[config.mk]
export PLATFORM = sky130hd
export DESIGN_NAME = uuid_text_parser_flat
export DESIGN_NICKNAME = d
export VERILOG_FILES = /design/src/hdl/utp_pkg.sv /design/src/hdl/utp_stream_if.sv /design/src/hdl/utp_step.sv /design/src/hdl/uuid_text_parser.sv /design/src/flat_wrapper.sv
export SDC_FILE = /design/constraint.sdc
export NUM_CORES = 1
export LEC_CHECK = 0
export ABC_AREA = 1
export BUFFER_PORTS_ARGS = -buffer_cell sky130_fd_sc_hd__buf_2
export CAP_MARGIN = 20
export CELL_PAD_IN_SITES_DETAIL_PLACEMENT = 0
export CELL_PAD_IN_SITES_GLOBAL_PLACEMENT = 1
export CORE_ASPECT_RATIO = 0.8
export CORE_MARGIN = 2
export CORE_UTILIZATION = 40
export DETAILED_ROUTE_END_ITERATION = 6
export GPL_ROUTABILITY_DRIVEN = 0
export PLACE_DENSITY_LB_ADDON = 0.1
export SLEW_MARGIN = 40
export SYNTH_ARGS = -nofsm -noshare
export SYNTH_HDL_FRONTEND = slang
export SYNTH_SLANG_ARGS = --single-unit
[constraint.sdc]
create_clock -name clk -period 5 [get_ports clk]
set_input_delay 1 -clock clk [delete_from_list [all_inputs] [get_ports clk]]
set_output_delay 1 -clock clk [all_outputs]
set_load 0.01 [all_outputs]
[src/hdl/utp_pkg.sv]
// Shared types, constants and the hex decode function for the UUID text parser.
package utp_pkg;

	localparam int unsigned POS_W  = 6;
	localparam int unsigned HALF_W = 64;

	localparam logic [POS_W-1:0] POS_MAX = '1;

	// Form codes
	localparam logic [1:0] FORM_UNKNOWN = 2'd0;
	localparam logic [1:0] FORM_PLAIN   = 2'd1;
	localparam logic [1:0] FORM_HYPHEN  = 2'd2;
	localparam logic [1:0] FORM_BRACED  = 2'd3;

	// Accepted lengths
	localparam logic [POS_W:0] LEN_PLAIN  = 7'd32;
	localparam logic [POS_W:0] LEN_HYPHEN = 7'd36;
	localparam logic [POS_W:0] LEN_BRACED = 7'd38;

	// Places in the hyphen body, and of the closing brace
	localparam logic [POS_W-1:0] POS_DECIDE  = 6'd8;
	localparam logic [POS_W-1:0] POS_HYPH_1  = 6'd8;
	localparam logic [POS_W-1:0] POS_HYPH_2  = 6'd13;
	localparam logic [POS_W-1:0] POS_HYPH_3  = 6'd18;
	localparam logic [POS_W-1:0] POS_HYPH_4  = 6'd23;
	localparam logic [POS_W-1:0] POS_RBRACE  = 6'd37;

	localparam logic [7:0] CH_LBRACE = 8'h7B;
	localparam logic [7:0] CH_RBRACE = 8'h7D;
	localparam logic [7:0] CH_HYPHEN = 8'h2D;

	typedef struct packed {
		logic [7:0] ch;
		logic       last;
	} char_t;

	typedef struct packed {
		logic [HALF_W-1:0] uuid_high;
		logic [HALF_W-1:0] uuid_low;
		logic              valid_res;
	} result_t;

	typedef struct packed {
		logic [POS_W-1:0]  pos;
		logic [1:0]        form;
		logic              failed;
		logic [HALF_W-1:0] acc_high;
		logic [HALF_W-1:0] acc_low;
	} parse_state_t;

	typedef struct packed {
		logic       is_hex;
		logic [3:0] value;
	} hex_t;

	function automatic hex_t hex_decode(logic [7:0] c);
		hex_t h;
		h.is_hex = 1'b1;
		h.value  = 4'd0;
		if (c >= 8'h30 && c <= 8'h39) begin
			h.value = 4'(c - 8'h30);
		end else if (c >= 8'h41 && c <= 8'h46) begin
			h.value = 4'(c - 8'h37);
		end else if (c >= 8'h61 && c <= 8'h66) begin
			h.value = 4'(c - 8'h57);
		end else begin
			h.is_hex = 1'b0;
		end
		return h;
	endfunction

endpackage

[src/hdl/utp_stream_if.sv]
// Valid/ready stream channel carrying one payload of a chosen type.
interface utp_stream_if #(
	parameter type payload_t = logic
) ();
	logic     valid;
	logic     ready;
	payload_t payload;

	modport source (output valid, output payload, input ready);
	modport sink   (input valid, input payload, output ready);
endinterface

[src/hdl/utp_step.sv]
// Per-character form check, digit accumulation and end-of-string verdict.
module utp_step (
	input  utp_pkg::parse_state_t cur,
	input  utp_pkg::char_t        chr,
	output utp_pkg::parse_state_t nxt,
	output utp_pkg::result_t      res
);

	utp_pkg::hex_t              hx;
	logic                       do_shift;
	logic                       set_fail;
	logic                       body_chk;
	logic [utp_pkg::POS_W-1:0]  q;
	logic [utp_pkg::POS_W:0]    len;
	logic                       len_ok;
	logic                       ok;
	utp_pkg::parse_state_t      upd;

	assign hx  = utp_pkg::hex_decode(chr.ch);
	assign len = {1'b0, cur.pos} + 7'd1;

	always_comb begin
		do_shift = 1'b0;
		set_fail = 1'b0;
		body_chk = 1'b0;
		upd      = cur;
		q        = (cur.form == utp_pkg::FORM_BRACED) ? cur.pos - 6'd1 : cur.pos;

		if (!cur.failed) begin
			unique case (cur.form)
				utp_pkg::FORM_UNKNOWN: begin
					if (cur.pos == '0 && chr.ch == utp_pkg::CH_LBRACE) begin
						upd.form = utp_pkg::FORM_BRACED;
					end else if (cur.pos == utp_pkg::POS_DECIDE && chr.ch == utp_pkg::CH_HYPHEN) begin
						upd.form = utp_pkg::FORM_HYPHEN;
					end else if (!hx.is_hex) begin
						set_fail = 1'b1;
					end else begin
						if (cur.pos == utp_pkg::POS_DECIDE) upd.form = utp_pkg::FORM_PLAIN;
						do_shift = 1'b1;
					end
				end
				utp_pkg::FORM_PLAIN: begin
					if (cur.pos >= utp_pkg::LEN_PLAIN[utp_pkg::POS_W-1:0] || !hx.is_hex)
						set_fail = 1'b1;
					else
						do_shift = 1'b1;
				end
				utp_pkg::FORM_HYPHEN: begin
					body_chk = 1'b1;
				end
				utp_pkg::FORM_BRACED: begin
					if (cur.pos == utp_pkg::POS_RBRACE) begin
						if (chr.ch != utp_pkg::CH_RBRACE) set_fail = 1'b1;
					end else begin
						body_chk = 1'b1;
					end
				end
			endcase

			// Hyphen body, braced form indexed one place back
			if (body_chk) begin
				if (q >= utp_pkg::LEN_HYPHEN[utp_pkg::POS_W-1:0]) begin
					set_fail = 1'b1;
				end else if (q == utp_pkg::POS_HYPH_1 || q == utp_pkg::POS_HYPH_2 ||
				             q == utp_pkg::POS_HYPH_3 || q == utp_pkg::POS_HYPH_4) begin
					if (chr.ch != utp_pkg::CH_HYPHEN) set_fail = 1'b1;
				end else if (!hx.is_hex) begin
					set_fail = 1'b1;
				end else begin
					do_shift = 1'b1;
				end
			end
		end

		if (set_fail) upd.failed = 1'b1;
		if (do_shift) {upd.acc_high, upd.acc_low} = {cur.acc_high[utp_pkg::HALF_W-5:0],
		                                            cur.acc_low, hx.value};
		upd.pos = (cur.pos == utp_pkg::POS_MAX) ? cur.pos : cur.pos + 6'd1;
	end

	always_comb begin
		case (upd.form)
			utp_pkg::FORM_PLAIN:  len_ok = (len == utp_pkg::LEN_PLAIN);
			utp_pkg::FORM_HYPHEN: len_ok = (len == utp_pkg::LEN_HYPHEN);
			utp_pkg::FORM_BRACED: len_ok = (len == utp_pkg::LEN_BRACED);
			default:              len_ok = 1'b0;
		endcase
		ok = !upd.failed && len_ok;

		res.valid_res = ok;
		res.uuid_high = ok ? upd.acc_high : '0;
		res.uuid_low  = ok ? upd.acc_low  : '0;

		// Clear for the next string after the final character
		nxt = chr.last ? '0 : upd;
	end

endmodule

[src/hdl/uuid_text_parser.sv]
// Top level of the UUID text parser: input stage, parse state and result register.
//
// Usage: send the characters of one UUID string on chars, one request per
// character, with last set on the final one. Plain 32-digit, hyphenated
// 36-character and braced 38-character forms are accepted, hex in either case.
// For each final character one request leaves on result: valid_res and the
// 128-bit value split into uuid_high and uuid_low (both zero when invalid).
// Other characters produce nothing on result.
// A final character passes two register stages on its way to result: the input
// register, then the parse state and result register.
// Throughput: one character per cycle unless a final character waits on a stalled
// result; the parse state updates from the registered character, and the result register frees as it is taken.
// Reset clears the parse state and both stages, so the next character starts a
// new string. When result stalls, a final character waits in the input stage
// and chars drops ready only once that stage is also held; characters that
// are not final keep flowing while an earlier result waits.
module uuid_text_parser (
	input  logic          clk,
	input  logic          arst_n,
	utp_stream_if.sink    chars,
	utp_stream_if.source  result
);

	utp_pkg::char_t        chr_s1;
	logic                  valid_s1;
	utp_pkg::parse_state_t state_q;
	utp_pkg::parse_state_t state_nxt;
	utp_pkg::result_t      res_nxt;
	utp_pkg::result_t      res_q;
	logic                  res_valid_q;
	logic                  out_free;
	logic                  s1_fire;

	assign out_free     = !res_valid_q || result.ready;
	assign s1_fire      = valid_s1 && (!chr_s1.last || out_free);
	assign chars.ready  = !valid_s1 || s1_fire;
	assign result.valid = res_valid_q;
	assign result.payload = res_q;

	utp_step u_step (
		.cur (state_q),
		.chr (chr_s1),
		.nxt (state_nxt),
		.res (res_nxt)
	);

	always_ff @(posedge clk or negedge arst_n) begin
		if (!arst_n) begin
			valid_s1 <= 1'b0;
		end else if (chars.ready) begin
			valid_s1 <= chars.valid;
		end
	end

	always_ff @(posedge clk) begin
		if (chars.ready && chars.valid) chr_s1 <= chars.payload;
	end

	always_ff @(posedge clk or negedge arst_n) begin
		if (!arst_n) begin
			state_q <= '0;
		end else if (s1_fire) begin
			state_q <= state_nxt;
		end
	end

	always_ff @(posedge clk or negedge arst_n) begin
		if (!arst_n) begin
			res_valid_q <= 1'b0;
		end else if (s1_fire && chr_s1.last) begin
			res_valid_q <= 1'b1;
		end else if (result.ready) begin
			res_valid_q <= 1'b0;
		end
	end

	always_ff @(posedge clk) begin
		if (s1_fire && chr_s1.last) res_q <= res_nxt;
	end

	// A result appears only from a final character leaving the input stage
	a_res_from_last: assert property (@(posedge clk) disable iff (!arst_n)
		$rose(res_valid_q) |-> $past(valid_s1 && chr_s1.last))
		else $error("result raised without a final character");

	// An invalid verdict carries a zero value
	a_invalid_zero: assert property (@(posedge clk) disable iff (!arst_n)
		res_valid_q && !res_q.valid_res |-> res_q.uuid_high == '0 && res_q.uuid_low == '0)
		else $error("invalid result with nonzero value");

	// The parse state starts fresh after a final character
	a_state_cleared: assert property (@(posedge clk) disable iff (!arst_n)
		s1_fire && chr_s1.last |=> state_q.pos == '0 &&
		state_q.form == utp_pkg::FORM_UNKNOWN && !state_q.failed)
		else $error("parse state not cleared after final character");

	// The plain form is only known once the decision place has passed
	a_plain_late: assert property (@(posedge clk) disable iff (!arst_n)
		state_q.form == utp_pkg::FORM_PLAIN |-> state_q.pos > utp_pkg::POS_DECIDE)
		else $error("plain form decided too early");

	// A held final character must not overwrite a waiting result
	a_no_overwrite: assert property (@(posedge clk) disable iff (!arst_n)
		res_valid_q && !result.ready |=> $stable(res_q))
		else $error("waiting result overwritten");

endmodule

[src/flat_wrapper.sv]
// flat-port wrapper written by rule: the top's interface ports become plain ports
module uuid_text_parser_flat 
  (clk, arst_n, chars_valid, chars_payload, chars_ready, result_valid, result_payload, result_ready);
  utp_stream_if #(.payload_t(utp_pkg::char_t)) chars_i ();
  utp_stream_if #(.payload_t(utp_pkg::result_t)) result_i ();
  input  logic clk;
  input  logic arst_n;
  input wire logic [$bits(chars_i.valid)-1:0] chars_valid;
  input wire logic [$bits(chars_i.payload)-1:0] chars_payload;
  output wire logic [$bits(chars_i.ready)-1:0] chars_ready;
  output wire logic [$bits(result_i.valid)-1:0] result_valid;
  output wire logic [$bits(result_i.payload)-1:0] result_payload;
  input wire logic [$bits(result_i.ready)-1:0] result_ready;
  assign chars_i.valid = chars_valid;
  assign chars_i.payload = chars_payload;
  assign chars_ready = chars_i.ready;
  assign result_valid = result_i.valid;
  assign result_payload = result_i.payload;
  assign result_i.ready = result_ready;
  uuid_text_parser u_core (.clk(clk), .arst_n(arst_n), .chars(chars_i), .result(result_i));
endmodule
; ---- Word level (Yosys, flattened, before mapping)
; Cells that the tools add are included.
[word_totals]
rom_bits = 0
ram_bits = 0
latch_bits = 0
inputBits = 13
mem_count = 0
out_inout_bits = 131
elab_cells = 118
reg_bits = 277
[classes]
eq_ne = 21
n_reduce_logical = 25
div_mod_pow = 0
n_lt_le_gt_ge = 8
shift = 0
bitwise_logic = 0
n_mul = 0
n_mux = 46
n_addsub = 6
[op_table]
columns = op, count
row1 = two-way mux 137 bit, 1
row2 = two-way mux 128 bit, 1
row3 = two-way mux 1 bit, 29
row4 = equality test 7 x 6 -> 1 bit (second input constant), 3
row5 = equality test 6 x 4 -> 1 bit (second input constant), 3
row6 = greater-or-equal comparator 8 x 7 -> 1 bit (second input constant), 2
row7 = <= comparator 8 x 7 -> 1 bit (second input constant), 2
row8 = equality test 6 x 5 -> 1 bit (second input constant), 2
row9 = equality test 6 bit (second input constant), 2
row10 = greater-or-equal comparator 6 bit (second input constant), 2
row11 = two-way mux 2 bit, 6
row12 = two-way mux 4 bit, 3
row13 = two-way mux 6 bit, 2
row14 = logical AND 1 bit, 9
row15 = equality test 2 bit (second input constant), 4
row16 = equality test 8 x 6 -> 1 bit (second input constant), 1
row17 = equality test 8 x 7 -> 1 bit (second input constant), 1
row18 = greater-or-equal comparator 8 x 6 -> 1 bit (second input constant), 1
row19 = <= comparator 8 x 6 -> 1 bit (second input constant), 1
row20 = != test 8 x 6 -> 1 bit (second input constant), 1
row21 = != test 8 x 7 -> 1 bit (second input constant), 1
row22 = subtractor 4 x 3 -> 4 bit (second input constant), 2
row23 = adder 6 x 1 -> 7 bit (second input constant), 1
row24 = logical OR 1 bit, 7
row25 = other kinds (12), 19

; ---- Depth between registers and ports, before layout
; Gate-level depths: netlist of run 1.
[logic_depth]
depth_word = 17
depth_mapped = 19
depth_no_buf = 17

; ---- Hierarchy
; From an unflattened synthesis of run 1, not the netlist that was laid out.
[hier_totals]
hier_cells = 1629
area_unflattened_um2 = 14158.6
[modules_own_cells]
columns = module, area_each_um2, instances, cells_each
row1 = uuid_text_parser, 9648.0, 1, 745
row2 = utp_step, 4510.6, 1, 884

; ---- Worst setup path after synthesis of run 1
; Ideal clock, no wire load.
[synth_path]
path_kind = input to register
from = input result_ready
to = register u_core.res_q (netlist bit u_core.result.payload[0]), enable pin
setup_slack_ps = 642
setup_time_ps = 482
path_stages = 6
t_arrival_ps = 3876
path_buffers = 0
cell_sequence = inv_1 -> nand3_1 -> nand2_1 -> inv_1 -> nand2_1 -> inv_1
[synth_between]
elab_chain_cells = 4
[synth_rtl]
columns = item, line_no
row1 = "start, declared", flat_wrapper.sv:13  ; input wire logic [$bits(result_i.ready)-1:0] result_ready;
row2 = logical OR 1 bit, uuid_text_parser.sv:34  ; assign out_free = !res_valid_q || result.ready;
row3 = logical OR 1 bit, uuid_text_parser.sv:35  ; assign s1_fire = valid_s1 && (!chr_s1.last || out_free);
row4 = logical AND 1 bit, uuid_text_parser.sv:35
row5 = logical AND 1 bit, uuid_text_parser.sv:78  ; if (s1_fire && chr_s1.last) res_q <= res_nxt;
row6 = "end signal, assigned", uuid_text_parser.sv:78
row7 = "end, declared", uuid_text_parser.sv:29  ; utp_pkg::result_t res_q;
; Every way passes these cells.
; A chain may end at the register's enable or synchronous reset.

; ---- Worst setup path in the final report of run 1
[layout_path]
from = register u_core.state_q[131] in the netlist's numbering
to = register u_core.res_q (netlist bit u_core.result.payload[75]) (data pin)
[layout_between]
elab_chain_cells = 13
[layout_rtl]
columns = item, line_no
row1 = "start, declared", uuid_text_parser.sv:26  ; utp_pkg::parse_state_t state_q;
row2 = "start signal, assigned", uuid_text_parser.sv:63  ; state_q <= state_nxt;
row3 = subtractor 6 x 1 -> 6 bit / equality test 6 x 4 -> 1 bit (equally long branches), "utp_step.sv:27, utp_step.sv:34, utp_step.sv:39"
row4 = two-way mux 6 bit / logical AND 1 bit (equally long branches), "utp_step.sv:27, utp_step.sv:34"
row5 = equality test 6 x 4 -> 1 bit / two-way mux 1 bit (equally long branches), "utp_step.sv:65, utp_step.sv:34"
row6 = logical OR 1 bit / two-way mux 1 bit (equally long branches), "utp_step.sv:65, utp_step.sv:32"
row7 = logical OR 1 bit / case mux 1 bit (3 select lines) (equally long branches), "utp_step.sv:65, utp_step.sv:30"
row8 = logical OR 1 bit (tied with other cells), utp_step.sv:66  ; q == utp_pkg::POS_HYPH_3 || q == utp_pkg::POS_HYPH_4) begin
row9 = two-way mux 1 bit, utp_step.sv:65  ; end else if (q == utp_pkg::POS_HYPH_1 || q == utp_pkg::POS_HYPH_2 ||
row10 = two-way mux 1 bit, utp_step.sv:63  ; if (q >= utp_pkg::LEN_HYPHEN[utp_pkg::POS_W-1:0]) begin
row11 = two-way mux 1 bit, utp_step.sv:62  ; if (body_chk) begin
row12 = two-way mux 1 bit, utp_step.sv:29  ; if (!cur.failed) begin
row13 = two-way mux 1 bit, utp_step.sv:76  ; if (set_fail) upd.failed = 1'b1;
row14 = zero test 1 bit, utp_step.sv:89  ; ok = !upd.failed && len_ok;
row15 = logical AND 1 bit, utp_step.sv:89
; Parallel ways exist; a longest one is shown, timed or not. The select of a mux whose other input is x is not followed.

==> results.py, run 1 <==
metrics = {
    "run_status": {
        "status": "finished clean",
    },
    "layout": {
        "final_cell_area_um2": 15500,
        "fin_nets": 1712,
        "layout-drive-gt1-share_pct": 18.7,
        "fin_util_pct": 46.4,
        "area_growth_pct": 14.7,
        "diodes": 0,
    },
    "synthesis": {
        "seq_area_frac_synth_pct": 56.5,
        "synth_flop_cell": "dfrtp_1",
        "synth_area_per_cell_um2": 8.52,
        "syn_nets": 1605,
        "synth-edff-count": 138,
        "ys_async_sr_fraction_pct": 50.2,
        "synthDistinctLibCells": 28,
        "ys_top_cells_by_area": "edfxtp_1, dfrtp_1, nand2_1",
        "synth_top_area_share_pct": 30.7,
        "yosys_register_bits": 277,
        "synth_area_um2": 13500,
        "yosysMostFrequentCell": "nand2_1",
        "yosysWarnings": 0,
        "synth_top_area_cell": "edfxtp_1",
        "synth_common_cells": "nand2_1, nand3_1, inv_1",
        "syn_inst": 1585,
    },
    "drt": {
        "dr.pass1.iters": 5,
        "drtIter0Drc": 700,
        "vias": 10500,
        "vias_per_cell": 4.89,
        "wl_um": 33700,
        "drc": 0,
        "ant_nets": 0,
        "wl_per_cell_um": 15.7,
    },
    "timing": {
        "grt_setup_unrepaired": "no",
        "worst_pin_slew_ns": 0.767,
        "setup_violations": 0,
        "hold_viol_final": 0,
        "period_needed_ns": 3.33,
        "fin_setup_tns_ns": 0,
        "min_period_over_period_pct": 66.6,
        "drv_slew": 0,
        "max_slew_margin_pct": 48.8,
        "max_freq_mhz": 300,
        "fin_skew_ns": 0.0281,
    },
    "global_route": {
        "antenna_found_initial": 0,
        "grt_usage_pct": 19.4,
        "grt_pass1_vias": 10300,
        "grt_max_degree": 130,
        "grt_remaining_overflow": 0,
        "grt_pass1_wl_um": 54900,
    },
    "clocking": {
        "numCtsBuffers": 31,
        "worstSkewPairLatency_ns": 0.58,
        "clk_pin_slew_ns": 0.06,
        "holdBufCountCts": 0,
        "root_buffer": "clkbuf_16",
        "cts_sinks": 277,
        "cts_resized": 0,
        "cts_buffer_depth": 3,
        "htreeDepth": 1,
        "postCtsSetupBuffers": 0,
        "cts_tree": "yes",
    },
    "hold_path": {
        "min_path_type": "in -> async",
    },
    "power": {
        "p_leak_nw": 7.25,
        "powerDensity_nw_per_um2": 346,
        "finalPower_mw": 5.36,
        "ir_drop_uv": 251,
    },
    "placement": {
        "place_area_um2": 14500,
        "numPortBuffers": 143,
        "hpwl_um": 19600,
    },
    "setup_path": {
        "required_ns": 5.29,
        "crit_path_end": "u_core.result.payload[75]$_SDFFCE_PN0P_",
        "start_kind": "flop",
        "cp-end-kind": "flop",
        "critPathMaxStageDelay_ns": 0.49,
        "r2r-start": "u_core.state_q[131]$_DFFE_PN0P_",
        "crit_start": "u_core.state_q[131]$_DFFE_PN0P_",
        "cp_cell_sequence": "inv_1 -> ha_1 -> inv_1 -> o21ai_1 -> nand3_1 -> o21ai_2 -> nand3_2 -> nand3_1 -> nand2_4 -> nand2_4 -> buf_12 -> nand2_1 -> nand2_1 -> nor2_1",
        "reg2reg_to": "u_core.result.payload[75]$_SDFFCE_PN0P_",
        "cp_max_fo": 63,
        "crit_type": "reg -> reg",
        "arrival_ns": 3.62,
        "cpMaxStageDelayCell": "dfrtp_1",
        "r2r_setup_slack_ns": 1.67,
        "r2r_cells": 14,
    },
    "die": {
        "die_w_um": 209,
        "die_height_um": 168,
        "start_util_pct": 40.4,
        "ios": 144,
        "core_um2": 33400,
        "rows": 60,
        "fp.dieArea_um2": 35200,
    },
    "flow_run": {
        "maxCapViolCount": 0,
    },
}
[through the flow]
step | setup WS [ns] | cells | hold slack, ns
after floorplan | 0.642 | 1585 | 0.449
after global placement | 1.69 | 2091 | 0.461
after detailed placement | 1.63 | 2091 | 0.465
after CTS | 1.64 | 2147 | 0.481
after global routing | 1.34 | 2149 | 0.324
final | 1.67 | 2149 | 0.330
[power breakdown]
group	internal (mW)	leakage, nW	switching, mW
sequential	2.52	3.25	0.0657
combinational	0.166	3.53	0.422
clock	1.26	0.471	0.931
total	3.95	7.25	1.42
[sequential cells by signal, summed over array words and instances, names as in the netlist]
name and cells:
u_core.result.payload 129, u_core.result.valid 1, u_core.state_q 137, u_core.chr_s1 9, u_core.valid_s1 1
[placed cells by master (no fill, tap or decap), types with 2 or more instances in the layout]
cell	instances
clkbuf_16	31
nor2_4	3
buf_12	4
buf_16	2
o21ai_0	14
inv_2	3
clkinv_2	5
clkbuf_8	5
ha_1	7
xor2_1	6
nand2_1	573
o22ai_1	4
nor2_1	54
clkbuf_1	10
inv_6	2
clkinv_1	4
nand3_1	271
buf_6	2
nand2_4	4
inv_1	160
o21ai_1	2
buf_4	8
nand4_1	8
dfrtp_1	139
edfxtp_1	138
a21oi_1	3
nor2_2	102
buf_2	142
[kinds of logic after synthesis]
kind of cell | share of synthesized area (%)
AND/OR/NAND/NOR | 33.1
flip-flops | 56.5
buffers and inverters | 8.33
AO/OA/AOI/OAI | 1.07
adder cells (fa/ha/maj) | 0.649
XOR/XNOR | 0.389
[final cells by class]
cell class,count,area [um2]
Inverter,166,628
Clock inverter,10,78.8
Sequential cell,277,7620
Clock buffer,46,882
Timing Repair Buffer,159,943
Tap cell,434,543
Multi-Input combinational cell,1057,4790
Fill cell,3259,17900
[per-layer routing]
layer | GRT usage (%) | routed length (um) | vias to the layer above
met5 | 0 | 0 | -
li1 | - | - | 5266
met2 | 30.8 | 15100 | 190
met3 | 3.02 | 1320 | 38
met1 | 28.2 | 16700 | 5006
met4 | 3.70 | 510 | 0
[critical path: cells and delay by family (launching register included)]
kind	cells	cell delay [ns]
DFF	1	0.49
adders and majority gates	1	0.31
AOI/OAI and AO/OA	2	0.36
buffers and inverters	3	0.53
and+or+nand+nor	8	1.33
[how the worst min path moves through the flow]
stage	start	end	slack (ns)	depth (start not counted)
final	arst_n	u_core.state_q[3]$_DFFE_PN0P_	0.33	1
after floorplan	u_core.state_q[23]$_DFFE_PN0P_	u_core.state_q[23]$_DFFE_PN0P_	0.45	2
after CTS	u_core.state_q[104]$_DFFE_PN0P_	u_core.state_q[104]$_DFFE_PN0P_	0.48	2
after global routing	arst_n	u_core.state_q[3]$_DFFE_PN0P_	0.32	1
after detailed placement	u_core.state_q[104]$_DFFE_PN0P_	u_core.state_q[104]$_DFFE_PN0P_	0.46	2
after global placement	u_core.state_q[43]$_DFFE_PN0P_	u_core.state_q[43]$_DFFE_PN0P_	0.46	2
Note: power is estimated with default switching activity, not from simulation.
==> inputs of run 2 (changes only) <==
ABC_AREA = 0   (was 1)
clock period = 3.4 ns   (was 5 ns; I/O delays follow)
==> results.py, run 2 <==
metrics = {
    "run_status": {
        "status": "finished clean",
    },
    "timing": {
        "drv_slew": 0,
        "worst_pin_slew_ns": 0.538,
        "setup_slack_ns": 0.125,
        "max_freq_mhz": 305,
        "period_needed_ns": 3.27,
        "hold_viol_final": 0,
        "setup_violations": 0,
        "max_slew_margin_pct": 64.1,
        "fin_hold_ws_ns": 0.0595,
        "min_period_over_period_pct": 96.3,
        "fin_skew_ns": 0.0172,
    },
    "synthesis": {
        "synth_top_family_by_area": "compound AO/OA/AOI/OAI gates",
        "synth_common_cells": "nand2_1, dfrtp_1, edfxtp_1",
        "yosys_register_bits": 277,
        "synthDistinctLibCells": 55,
        "seq_area_frac_synth_pct": 53.9,
        "yosysWarnings": 0,
        "synthXorXnorAreaFrac_pct": 0.434,
        "syn_inst": 1305,
        "synth_area_per_cell_um2": 10.8,
        "ys_async_sr_fraction_pct": 50.2,
        "muxShareOfSynthArea_pct": 9.43,
        "ys_top_cells_by_area": "edfxtp_1, dfrtp_1, mux2i_1",
        "synth-adder-area-share_pct": 0.619,
        "synth_top_area_cell": "edfxtp_1",
        "synth_top_area_share_pct": 29.3,
        "syn_nets": 1325,
        "yosysMostFrequentCell": "nand2_1",
        "synth_area_um2": 14100,
        "synth-edff-count": 138,
        "synth-compound-area-share_pct": 17.0,
        "synth_flop_cell": "dfrtp_1",
        "yosys.area_share.simple_pct": 11.0,
    },
    "clocking": {
        "holdBufCountCts": 0,
        "root_buffer": "clkbuf_16",
        "cts_sinks": 277,
        "cts_buffer_depth": 3,
        "numCtsBuffers": 30,
        "clk_pin_slew_ns": 0.07,
        "cts_tree": "yes",
        "worstSkewPairLatency_ns": 0.57,
        "htreeDepth": 1,
    },
    "die": {
        "ios": 144,
        "start_util_pct": 40.6,
        "rows": 61,
        "fp.dieArea_um2": 36900,
        "die_height_um": 172,
        "die_w_um": 214,
        "core_um2": 34800,
    },
    "setup_path": {
        "cpMaxStageDelayCell": "or4b_4",
        "cp-end-kind": "flop",
        "required_ns": 3.70,
        "cp_cell_sequence": "inv_1 -> ha_2 -> or4b_4 -> or4_1 -> a21oi_1 -> nor2_1 -> nor4b_2 -> o211ai_1 -> bufbuf_16 -> buf_16 -> a211oi_1",
        "crit_start": "u_core.state_q[132]$_DFFE_PN0P_",
        "crit_type": "reg -> reg",
        "critPathMaxStageDelay_ns": 0.51,
        "r2r-start": "u_core.state_q[132]$_DFFE_PN0P_",
        "arrival_ns": 3.57,
        "start_kind": "flop",
        "cp_max_fo": 29,
    },
    "layout": {
        "multi_input_area_um2": 5550,
        "area_growth_pct": 19.7,
        "seqCellArea_um2": 7620,
        "top_register": "u_core.state_q",
        "fillers": 3235,
        "final_common_cell": "nand2_1",
        "final_cell_area_um2": 16900,
        "largest_reg_flops": 137,
        "fin_nets": 1451,
        "layout-drive-gt1-share_pct": 26.4,
        "diodes": 0,
        "fin_util_pct": 48.6,
        "final_cell_mix": "nand2_1, buf_2, dfrtp_1",
    },
    "global_route": {
        "grt_usage_pct": 20.7,
        "grt_remaining_overflow": 0,
        "antenna_found_initial": 1,
        "grt_pass1_vias": 10300,
        "grt_max_degree": 71,
        "grt_pass1_wl_um": 61100,
    },
    "drt": {
        "drtIter0Drc": 722,
        "wl_per_cell_um": 20.0,
        "drc": 0,
        "vias_per_cell": 5.39,
        "wl_um": 38600,
        "dr.pass1.iters": 5,
        "ant_nets": 0,
        "vias": 10400,
    },
    "power": {
        "p_leak_nw": 6.65,
        "ir_drop_uv": 381,
        "powerDensity_nw_per_um2": 454,
        "finalPower_mw": 7.68,
    },
    "hold_path": {
        "min_path_type": "in -> async",
    },
    "placement": {
        "numPortBuffers": 143,
        "hpwl_um": 23000,
        "place_area_um2": 15700,
        "place_ws_ns": 0.107,
    },
    "flow_run": {
        "maxCapViolCount": 0,
    },
}
==> run 2: cell types whose count changed in the layout (fill, tap and decap cells not counted), sizes merged, moves of 6 or more <==
cell	previous run	this run
a211oi	0	126
buf	159	210
inv	165	131
mux2i	0	131
nand2	578	147
nand3	273	133
nand4	8	1
nor2	159	12
nor2b	0	6
o21ai	17	136
==> run 2: routing by layer <==
metal	track usage (%)	vias up	part of all wire (%)
met5	0	-	0
met4	4.26	0	1.6
met3	2.55	42	3.7
met2	31.4	232	44
met1	31.8	5212	51
li1	-	4894	-
==> run 2: final timing paths <==
check | to | slack (ns) | depth (start not counted)
worst max register to register | u_core.result.payload[85]$_SDFFCE_PN0P_ | 0.13 | 11
worst min-delay path | u_core.state_q[104]$_DFFE_PN0P_ | 0.06 | 1
worst max-delay path | u_core.result.payload[85]$_SDFFCE_PN0P_ | 0.13 | 11
worst min register to register | u_core.state_q[127]$_DFFE_PN0P_ | 0.53 | 2
min in group clk | u_core.chr_s1[8]$_DFFE_PP_ | 0.29 | 1
max in group asynchronous | u_core.state_q[21]$_DFFE_PN0P_ | 2.48 | 2
==> run 2: worst max-delay path, delay by kind of cell, from the launching register on <==
kind	cells	cell delay [ns]
AO/OA/AOI/OAI	3	0.49
adder cells (fa/ha/maj)	1	0.26
buffers and inverters	3	0.70
flip-flops	1	0.37
AND/OR/NAND/NOR	4	1.15
==> run 2: kinds of logic after synthesis <==
family | Yosys count
buf+inv | 250
xor+xnor | 7
mux | 133
fa+ha+maj | 7
simple gates | 336
compound gates | 295
flops | 277
==> run 2: layout make-up <==
type                    instances  area share, %
clock buffers                  42           5.24
well taps                     472           3.49
multi-input cells             778           32.8
flip-flops and latches        277           45.0
repair buffers                212           9.54
clock inverters                14          0.983
inverters                     132           2.95
==> run 2: repair_timing <==
action / 4_1_cts / 5_1_grt
setup buffers: 0 / 5
setup endpoints to repair: 0 / 114
resized for setup: 0 / 10
==> run 2: through the flow <==
step / cells / setup TNS [ns]
after global routing: 1927 / -0.160
after detailed placement: 1865 / 0
after CTS: 1921 / 0
after global placement: 1865 / 0
final: 1927 / 0
after floorplan: 1305 / -11.00
==> run 2: report_power, final <==
part           switching (mW)  leakage, nW  internal, mW
logic                   0.379         2.86         0.169
registers              0.0471         3.26          3.61
clock network            1.37        0.526          2.11
